--- src/rtl/core/dfs_topological_sort_core_defines.svh ---
// Assertion macros used by the topological sort core RTL.
`ifndef DFS_TOPOLOGICAL_SORT_CORE_DEFINES_SVH
`define DFS_TOPOLOGICAL_SORT_CORE_DEFINES_SVH

`ifndef SYNTHESIS
// Same-cycle implication, sampled on clk, off while rst is high.
`define DTSC_ASSERT_IMPL(lbl, ante, cons) \
  lbl: assert property (@(posedge clk) disable iff (rst) (ante) |-> (cons)) \
    else $error("dtsc assertion failed");
// Next-cycle implication, sampled on clk, off while rst is high.
`define DTSC_ASSERT_NEXT(lbl, ante, cons) \
  lbl: assert property (@(posedge clk) disable iff (rst) (ante) |=> (cons)) \
    else $error("dtsc assertion failed");
`else
`define DTSC_ASSERT_IMPL(lbl, ante, cons)
`define DTSC_ASSERT_NEXT(lbl, ante, cons)
`endif

`endif

--- src/rtl/core/dtsc_ram.sv ---
// Generic single-write, single-read RAM with registered read data.
`timescale 1ns / 1ps
module dtsc_ram #(
  parameter int WIDTH = 8,
  parameter int DEPTH = 64
) (
  input  logic                     clk,
  input  logic                     we,
  input  logic [$clog2(DEPTH)-1:0] waddr,
  input  logic [WIDTH-1:0]         wdata,
  input  logic [$clog2(DEPTH)-1:0] raddr,
  output logic [WIDTH-1:0]         rdata
);

  logic [WIDTH-1:0] mem [DEPTH];

  always_ff @(posedge clk) begin
    if (we) begin
      mem[waddr] <= wdata;
    end
    rdata <= mem[raddr];
  end

endmodule

--- config.mk ---
export PLATFORM = sky130hd
export DESIGN_NAME = dtsc_ram
export DESIGN_NICKNAME = d
export VERILOG_FILES = /design/src/rtl/core/dfs_topological_sort_core_defines.svh /design/src/rtl/core/dtsc_ram.sv
export SDC_FILE = /design/constraint.sdc
export NUM_CORES = 1
export LEC_CHECK = 0
export BUFFER_PORTS_ARGS = -buffer_cell sky130_fd_sc_hd__buf_2
export CAP_MARGIN = 20
export CORE_ASPECT_RATIO = 1.25
export CORE_MARGIN = 1.5
export CORE_UTILIZATION = 62
export DETAILED_ROUTE_END_ITERATION = 7
export GPL_TIMING_DRIVEN = 0
export PLACE_DENSITY_LB_ADDON = 0.12
export SETUP_SLACK_MARGIN = 0.5
export SYNTH_ARGS = -nofsm -noshare
export SYNTH_HDL_FRONTEND = slang
export SYNTH_SLANG_ARGS = --single-unit
export TNS_END_PERCENT = 30
--- constraint.sdc ---
create_clock -name clk -period 2.3 [get_ports clk]
set_input_delay 0.23 -clock clk [delete_from_list [all_inputs] [get_ports clk]]
set_output_delay 0.23 -clock clk [all_outputs]
set_load 0.005 [all_outputs]
# After elaboration in Yosys (flattened, before gate mapping)
# Memory sizes are Yosys's and may differ from the RTL's. A register that Yosys moved wholly into a read port is not among the register bits.
# Index checks and enable logic that the tools add are counted.
[op_classes]
mux = 2
[op_table]
columns = ["operator", "n"]
rows = [
  ["$mux 1", 2],
]
[word_totals]
regBits = 0
mem_bits_rw = 512
inputBits = 22
memories = 1
[mem_list]
columns = ["name", "words", "width", "rd", "rd_ports_with_merged_regs", "wr", "line", "rtl"]
rows = [
  ["mem", 64, 8, 1, 1, 1, "dtsc_ram.sv:15", "logic [WIDTH-1:0] mem [DEPTH];"],
]

# Longest topological paths before layout
[logic_depth]
word_depth = 2
depth_mapped = 9
depth_no_buf = 5

# Least setup slack after synthesis
# No wires, ideal clock.
[synth_path]
path_type = "input-to-reg"
from = "input port raddr[1]"
to = "register rdata[3], read port of mem"
setup_time_ns = 0.128
arrival_time_ns = 1.770
required_ns = 2.172
slack_ns = 0.402
cell_stages = 7
path_buffers = 3
cell_sequence = "buf_4 > buf_2 > buf_2 > mux4_2 > mux4_2 > o21ai_1 > o41ai_1"
[synth_rtl]
columns = ["element", "line", "rtl"]
rows = [
  ["start: declaration", "dtsc_ram.sv:11", "input logic [$clog2(DEPTH)-1:0] raddr,"],
  ["end: declaration", "dtsc_ram.sv:12", "output logic [WIDTH-1:0] rdata"],
]

==> impl_metrics.csv <==
group,metric,value,unit
sta,maxSlewViolCount,0,
floorplan,ios,30,
final_layout,final_cell_mix,"edfxtp_1 (512), mux4_2 (126), nor2_1 (64)",
clocking,cts_root_buf,"clkbuf_16",
clocking,clock_latency,0.56,ns
synthesis,synthCells,940,
final_layout,nFillCells,1868,
synthesis,netlist_area,0.0202,mm²
setup_path,crit_required,2.70,ns
clocking,cts_tree,"yes",
clocking,max-clock-path-buffers,3,
detailed_routing,drc,0,
placement,place_area,0.0208,mm²
detailed_routing,wl_met3,4130,µm
placement,io_buffers,21,
synthesis,synth_seq_cells,520,
final_layout,multi_input_area,0.00453,mm²
sta,setup_viol,0,
pwr,power_density,843,mW/mm²
detailed_routing,wirelength,45700,µm
sta,min_period,1.95,ns
status,status,"complete, no violations",
setup_path,cp.arrival,2.35,ns
sta,timing.fmax,512,MHz
setup_path,path_max_fanout,1,
detailed_routing,route.vias.total,9894,
clocking,cts_buffers,48,
setup_path,worstSetupPathType,"reg -> reg",
synthesis,ys_seq_area_share,77.0,%
global_route,grt_start_max_net_pins,65,
detailed_routing,drt-pass1-iter-count,6,
synthesis,yosys_warnings,0,
floorplan,core_area,0.0319,mm²
final_layout,diodes,0,
detailed_routing,wl_per_cell,31.1,µm
clocking,post_cts_buffers,0,
detailed_routing,ant_nets,0,
clocking,htree_levels,2,
final_layout,drive_above_1_share,29.8,%
floorplan,die_area,0.0336,mm²
global_route,antenna_found_initial,2,
setup_path,end_kind,"flop",
detailed_routing,top_layer_used,"met5",
global_route,grt_usage,28.9,%
final_layout,design_area,0.0227,mm²
sta,rsz0062_at_grt,"yes",
detailed_routing,m1WireLength,17600,µm
job,cap_violations,0,
floorplan,die_width,164,µm
placement,place.gp.congestion,0.951,
final_layout,fin_cells,1470,
pwr,cellLeakagePower,7.11,nW
sta,worst_pin_slew,0.967,ns
clocking,clk_pin_slew,0.06,ns
clocking,hold_buffers,0,
setup_path,critPathLaunchType,"flop",
global_route,grt-ovfl-total,0,
sta,final-hold-violation-count,0,
synthesis,syn_area_per_cell,21.5,µm²
pwr,irDropWorstVdd,659,µV
floorplan,die_height,205,µm
sta,finClkSkew,0.00910,ns
synthesis,syn_nets,962,
placement,dp_hpwl,28400,µm
sta,maxSlewHeadroom,35.3,%
clocking,clock_sinks,520,
global_route,first_global_vias,9916,
detailed_routing,via_per_inst,6.73,
global_route,grt_pass1_wl,66700,µm
final_layout,layout.nets,1042,
min_path,hold_path.class,"in -> reg",
final_layout,syn2layout_area_growth,12.7,%
sta,period_share,84.9,%
floorplan,start_util,63.3,%
floorplan,rows,73,
final_layout,regArea,0.0155,mm²
placement,dp_cells,1374,
detailed_routing,wl_met2,21900,µm
synthesis,synth_cell_type_count,40,
detailed_routing,drtIter0Drc,1412,
final_layout,mostFrequentLayoutCell,"edfxtp_1",
-- logic make-up after synthesis --
family,Yosys count,share of synthesized area [%]
buf+inv,51,1.57
compound gates,54,2.07
mux,162,15.9
simple gates,153,3.39
flops,520,77.0
-- Yosys cell counts --
master,number,area [µm²]
edfxtp_1,512,15400
mux4_2,126,2840
nor2_1,83,312
mux2i_1,23,230
nand2_1,19,71.3
clkbuf_1,17,63.8
nor2b_1,14,87.6
buf_4,13,97.6
mux2_2,13,146
nand3_1,13,65.1
buf_2,11,55.1
dfxtp_1,8,160
o221ai_1,8,70.1
o22ai_1,8,50.1
nand2b_1,7,43.8
nor3_1,7,35.0
a221oi_1,6,52.6
a211oi_1,4,30.0
buf_1,4,15.0
buf_6,4,45.0
a21oi_1,3,15.0
a22oi_1,3,22.5
nand3b_1,3,22.5
o2111ai_1,3,26.3
o2bb2ai_1,3,26.3
a2111oi_0,2,17.5
buf_12,2,40.0
nand4_1,2,12.5
nor4_1,2,12.5
o21a_1,2,15.0
o21ai_0,2,10.0
o21ai_1,2,10.0
o221a_2,2,22.5
o32ai_1,2,17.5
o41ai_1,2,17.5
a31oi_1,1,6.26
and2_1,1,6.26
nand4b_1,1,8.76
o311ai_1,1,8.76
or3_1,1,6.26
-- metrics by stage --
| stage | setup WS [ns] | hold slack [ns] | setup TNS [ns] | utilization (%) | total power [W] |
|---|---|---|---|---|---|
| after floorplan | 0.495 | 0.329 | 0 | - | 0.0113 |
| after global placement | -0.683 | 0.607 | -16.61 | 65.3 | 0.0117 |
| after detailed placement | -0.738 | 0.606 | -23.40 | 65.3 | 0.0117 |
| after CTS | 0.306 | 0.0190 | 0 | 70.5 | 0.0192 |
| after global routing | 0.298 | 0.0365 | 0 | 71.3 | 0.0196 |
| final | 0.348 | 0.0410 | 0 | 71.3 | 0.0192 |
-- area by class of cell --
type                       count  area share, %
sequential                   520           68.3
multi-input combinational    369           19.9
clock buffer                  67           5.87
tap                          412           2.27
buffer                        51           1.69
timing repair buffer          30           1.27
clock inverter                21          0.655
-- critical path, stage by stage (launching register included) --
cell and delay (ns):
edfxtp_1 0.35, mux4_2 0.52, nor2b_1 0.17, a2111oi_1 0.56, o41ai_2 0.21
-- sequential cells by signal (all words and copies together), names as in the netlist --
signal	flops
mem	512
rdata	8
-- power breakdown --
part           internal [W]  total (W)  switching, W
combinational      0.000431    0.00113      0.000699
sequential           0.0105     0.0105     0.0000176
clock               0.00426    0.00753       0.00326
-- metal layers --
layer | up-vias | track usage, %
met5 | - | 0
met2 | 563 | 44.6
li1 | 4085 | -
met4 | 2 | 12.3
met3 | 122 | 5.67
met1 | 5122 | 41.1
-- path summary, 6_finish.rpt --
check / from / to / slack, ns / cells after the start
max: mem[3][3] / rdata[3] / 0.35 / 4
min: wdata[7] / mem[13][7] / 0.04 / 1
max reg2reg: mem[3][3] / rdata[3] / 0.35 / 4
min reg2reg: mem[4][7] / rdata[7] / 0.97 / 4
-- repair_timing --
item                                    4_1_cts  5_1_grt
endpoints found under the setup margin      144      373
pin swaps                                     4        1
gates resized for setup                      44       33
cloned                                        0        0
Power figures use the tool's default switching activity.
