## src/rtl/core/dfs_topological_sort_core_defines.svh

```systemverilog
// Assertion macros used by the topological sort core RTL.
`ifndef DFS_TOPOLOGICAL_SORT_CORE_DEFINES_SVH
`define DFS_TOPOLOGICAL_SORT_CORE_DEFINES_SVH

`ifndef SYNTHESIS
// Same-cycle implication, sampled on clk, off while rst is high.
`define DTSC_ASSERT_IMPL(lbl, ante, cons) \
  lbl: assert property (@(posedge clk) disable iff (rst) (ante) |-> (cons)) \
    else $error("dtsc assertion failed");
// Next-cycle implication, sampled on clk, off while rst is high.
`define DTSC_ASSERT_NEXT(lbl, ante, cons) \
  lbl: assert property (@(posedge clk) disable iff (rst) (ante) |=> (cons)) \
    else $error("dtsc assertion failed");
`else
`define DTSC_ASSERT_IMPL(lbl, ante, cons)
`define DTSC_ASSERT_NEXT(lbl, ante, cons)
`endif

`endif

```

## src/rtl/core/dtsc_pkg.sv

```systemverilog
// Types and constants of the topological sort core.
`timescale 1ns / 1ps
package dtsc_pkg;

  localparam logic [1:0] OP_ADD_EDGE = 2'd0;
  localparam logic [1:0] OP_RUN      = 2'd1;
  localparam logic [1:0] OP_CLEAR    = 2'd2;

  localparam logic [6:0] VCOUNT_RESET = 7'd64;

  typedef struct packed {
    logic [1:0] operation;
    logic [5:0] source_vertex;
    logic [5:0] target_vertex;
  } in_item_t;

  typedef struct packed {
    logic [5:0] out_vertex;
    logic       cycle_marker;
    logic       last_item;
  } out_item_t;

endpackage

```

## src/rtl/core/dtsc_if.sv

```systemverilog


interface dtsc_out_if;
  logic               valid;
  logic               ready;
  dtsc_pkg::out_item_t data;
  modport source (output valid, output data, input ready);
  modport sink   (input valid, input data, output ready);
endinterface


```

## src/rtl/core/dtsc_out_stage.sv

```systemverilog
// Output register stage: holds one result until the sink takes it.
`timescale 1ns / 1ps
module dtsc_out_stage (
  input  logic                clk,
  input  logic                rst,
  input  logic                load,
  input  dtsc_pkg::out_item_t item,
  output logic                free,
  dtsc_out_if.source          result
);
  import dtsc_pkg::*;

  logic      valid;
  out_item_t data;

  assign free         = !valid || result.ready;
  assign result.valid = valid;
  assign result.data  = data;

  always_ff @(posedge clk) begin
    if (rst) begin
      valid <= 1'b0;
    end else if (load) begin
      valid <= 1'b1;
    end else if (result.ready) begin
      valid <= 1'b0;
    end
  end

  always_ff @(posedge clk) begin
    if (load) begin
      data <= item;
    end
  end

endmodule

```

## src/flat_wrapper.sv

```systemverilog
// flat-port wrapper written by rule: the top's interface ports become plain ports
module dtsc_out_stage_flat import dtsc_pkg::*;
  (clk, rst, load, item, free, result_valid, result_data, result_ready);
  dtsc_out_if result_i ();
  input  logic clk;
  input  logic rst;
  input  logic load;
  input  dtsc_pkg::out_item_t item;
  output logic free;
  output wire logic [$bits(result_i.valid)-1:0] result_valid;
  output wire logic [$bits(result_i.data)-1:0] result_data;
  input wire logic [$bits(result_i.ready)-1:0] result_ready;
  assign result_valid = result_i.valid;
  assign result_data = result_i.data;
  assign result_i.ready = result_ready;
  dtsc_out_stage u_core (.clk(clk), .rst(rst), .load(load), .item(item), .free(free), .result(result_i));
endmodule
```

## config.mk

```make
export PLATFORM = sky130hd
export DESIGN_NAME = dtsc_out_stage_flat
export DESIGN_NICKNAME = d
export VERILOG_FILES = /design/src/rtl/core/dfs_topological_sort_core_defines.svh /design/src/rtl/core/dtsc_pkg.sv /design/src/rtl/core/dtsc_if.sv /design/src/rtl/core/dtsc_out_stage.sv /design/src/flat_wrapper.sv
export SDC_FILE = /design/constraint.sdc
export NUM_CORES = 1
export LEC_CHECK = 0
export BUFFER_PORTS_ARGS = -buffer_cell sky130_fd_sc_hd__buf_2
export CORE_AREA = 2 2 39 41
export DETAILED_ROUTE_END_ITERATION = 10
export DIE_AREA = 0 0 41 43
export GPL_TIMING_DRIVEN = 0
export RECOVER_POWER = 50
export SYNTH_ARGS = -nofsm -noshare
export SYNTH_HDL_FRONTEND = slang
export SYNTH_SLANG_ARGS = --single-unit
```

## constraint.sdc

```tcl
create_clock -name clk -period 0.9 [get_ports clk]
set_clock_uncertainty 0.15 [all_clocks]
set_input_delay 0.09 -clock clk [delete_from_list [all_inputs] [get_ports clk]]
set_output_delay 0.09 -clock clk [all_outputs]
set_load 0.1 [all_outputs]
```

# == Yosys cells after proc, flatten, opt, wreduce, memory -nomap -nowiden ==
# Cells that the tools add are included.
# op_classes
n_eq_ne,0
n_shift,0
n_mul,0
n_bitwise,0
n_addsub,0
reduce_logical,3
mux,2
magnitude_cmp,0
div,0
# op_table
cell,n
2-to-1 mux 1 bit,2
nonzero test 2 bit,1
logical NOT 1 bit,1
logical OR 1 bit,1
# totals
regBits,9
out_inout_bits,10
mem_bits_ro,0
latch_bits,0
elab_cells,9
mem_count,0
ramBits,0

# == Longest topological paths before layout ==
# depth
word_depth,2
ltp_mapped,2
ltp_nobuf,2

# == Least setup slack after synthesis ==
# Ideal clock, no wire load.
# synth_path
path_kind,reg-to-reg
start,"register, netlist name u_core.result.valid"
end,register u_core.valid (netlist: u_core.result.valid)
arrival_time_ns,1.562
slack_ns,-0.882
stages_incl_launch_ff,3
setup_time_ns,0.071
cell_sequence,dfxtp_1 nand2b_4 a21oi_2
# synth_lines
element,line,source
"end signal, assigned",dtsc_out_stage.sv:22,valid <= 1'b0;
"end signal, assigned",dtsc_out_stage.sv:24,valid <= 1'b1;
"end signal, assigned",dtsc_out_stage.sv:26,valid <= 1'b0;
"end, declared",dtsc_out_stage.sv:13,logic valid;

# == Worst setup path after layout ==
# layout_path
start,register u_core.valid (netlist: u_core.result.valid)
end,output free
# layout_via
elab_chain_cells,2
# layout_lines
element,line,source
logical NOT 1 bit,dtsc_out_stage.sv:16,assign free = !valid || result.ready;
logical OR 1 bit,dtsc_out_stage.sv:16,
"end, declared",flat_wrapper.sv:9,output logic free;
# No other way between the ends.

==> impl_metrics.tcl <==
set metrics [dict create \
    status "complete, but fails checks" \
    failed_checks "negative setup slack" \
    clockBufferDepth 2 \
    drv_slew 0 \
    p_leak_nw 0.2692 \
    drc 0 \
    synth-seq-cells 9 \
    core_area_um2 1384 \
    seq_area_frac_synth 0.9083 \
    r2r_cells 3 \
    max_stage_delay_ns 0.36 \
    finalSetupViolations 10 \
    routabilityCongestion 0.5460 \
    regToRegStartpoint "u_core.result.valid" \
    ioPinCount 22 \
    min_to "u_core.result.valid" \
    grtUsageTotal 0.1119 \
    clk_latency_ns 0.25 \
    cts_root_buffer "clkbuf_4" \
    antenna_found_initial 0 \
    cts.sinks 9 \
    rsz0062_at_grt "true" \
    wl_per_cell_um 12.52 \
    min_path_type "primary input to flop" \
    syn2layout_area_growth_pct 116.2 \
    final_cell_mix "buf_2, dlygate4sd3_1, buf_6, edfxtp_1, clkbuf_4" \
    fmax_ghz 0.9004 \
    place_area_um2 415.4 \
    grt_pass1_vias 272 \
    power.ir.vdd_worst_mv 0.7484 \
    synth_area_leaders "edfxtp_1, dfxtp_1, nand2b_4" \
    htree_levels 1 \
    hold_violations 0 \
    cp.required_ns 0.66 \
    end_kind "output pin" \
    hold_start "result_ready" \
    synth_area_leader_cell "edfxtp_1" \
    syn_area_per_cell_um2 23.88 \
    die_w_um 41 \
    grt_overflow 0 \
    place_ws_ns -0.1488 \
    rrSetupSlack_ns 0.01 \
    antenna_cells 0 \
    port-buffer-count 21 \
    drv_cap 0 \
    final_common_cell "buf_2" \
    min_period_over_period 1.234 \
    fin_crit_ns 1.111 \
    fp.dieArea_um2 1763 \
    synth_fp_nets 24 \
    vias_per_cell 3.825 \
    path_max_fanout 2 \
    synth_top_area_share 0.8384 \
    path_cells "nand2b_4 > buf_12" \
    slew_headroom 0.6881 \
    rows 14 \
    tritoncts "yes" \
    critPathArrivalTime_ns 0.87 \
    grt_max_degree 10 \
    ant_nets 0 \
    synth_warnings 0 \
    setup_tns_ns -1.769 \
    worstSetupStartpointType "flop" \
    drt_iter0_drc 0 \
    first_pass_iters 1 \
    netlist_instances 12 \
    hold-path-cell-count 4 \
    fin_ws_ns -0.2106 \
    r2r_end "u_core.result.valid" \
    cpMaxStageDelayCell "dfxtp_4" \
    synthDistinctLibCells 5 \
    finalNetCount 60 \
    cts_buffers 3 \
    syn-cell-area_um2 286.5 \
    power-per-cell-area_nw_per_um2 1962 \
    grt_pass1_wl_um 1152 \
    critical_path_class "flop to output pin" \
    fin_area_um2 619.3 \
    whs_ns 0.05371 \
    power_mw 1.215 \
    vias 241 \
    initial_core_util 0.2071 \
    drive_gt1_frac 0.5957 \
    die_h_um 43 \
    clk_pin_slew_worst_paths_ns 0.06 \
    tightestPinTransition_ns 0.4678 \
    drt-total-wl_um 789 \
]
==> Yosys cell counts <==
| cell type | count |
|---|---|
| a21oi_2 | 1 |
| dfxtp_1 | 1 |
| edfxtp_1 | 8 |
| inv_1 | 1 |
| nand2b_4 | 1 |
==> flip-flops by register name, indices dropped and copies added (netlist names) <==
name	cells
u_core.result.valid	1
u_core.result.data	8
==> metal layers <==
metal | GRT usage | share of wire
met4 | 0.08000 | 0.010
met5 | 0 | 0
met1 | 0.08725 | 0.36
met2 | 0.1844 | 0.53
met3 | 0.06806 | 0.10
==> worst max-delay path, delay by kind of cell (launching register included) <==
kind                   cells  cell delay, ns
buffers and inverters      1            0.17
flip-flops                 1            0.36
AND/OR/NAND/NOR            1            0.08
==> layout make-up <==
type	instances	area, um^2
clock buffers	3	22.52
clock inverters	1	5.005
fillers	130	764.5
inverters	1	3.754
multi-input cells	2	22.52
flip-flops and latches	9	264.0
well taps	16	20.02
repair buffers	31	281.5
==> stage by stage <==
stage / utilization / instances
6_report: 0.4476 / 63
5_1_grt: 0.4476 / 63
4_1_cts: 0.4430 / 62
3_5_place_dp: 0.3002 / 49
3_3_place_gp: 0.3002 / 49
2_1_floorplan: - / 12
==> repair_timing <==
| action | in CTS | in global routing |
|---|---|---|
| hold endpoints to repair | 9 | 0 |
| hold buffers | 9 | 0 |
| gates resized for setup | 24 | 0 |
| gates cloned | 0 | 0 |
| endpoints found under the setup margin | 10 | 10 |
| buffers inserted | 0 | 1 |
==> power breakdown <==
group          internal, mW  switching (mW)
Clock                 0.164           0.139
Combinational         0.121           0.283
Sequential            0.490          0.0181
==> worst max-delay path by stage <==
stage	start	end	cells after the start
2_1_floorplan	u_core.result.valid	u_core.result.valid	2
3_3_place_gp	u_core.result.valid	free	2
3_5_place_dp	u_core.result.valid	free	2
4_1_cts	u_core.result.data[5]	result_data[5]	1
5_1_grt	u_core.result.data[5]	result_data[5]	1
6_report	u_core.result.valid	free	2
==> logic make-up (layout without fill, tap and decap cells) <==
group,Yosys count,after routing,synth area share
buffers and inverters,1,36,0.01309
flip-flops,9,9,0.9083
AND/OR/NAND/NOR,1,1,0.04802
AO/OA/AOI/OAI,1,1,0.03057
Power figures use the tool's default switching activity.
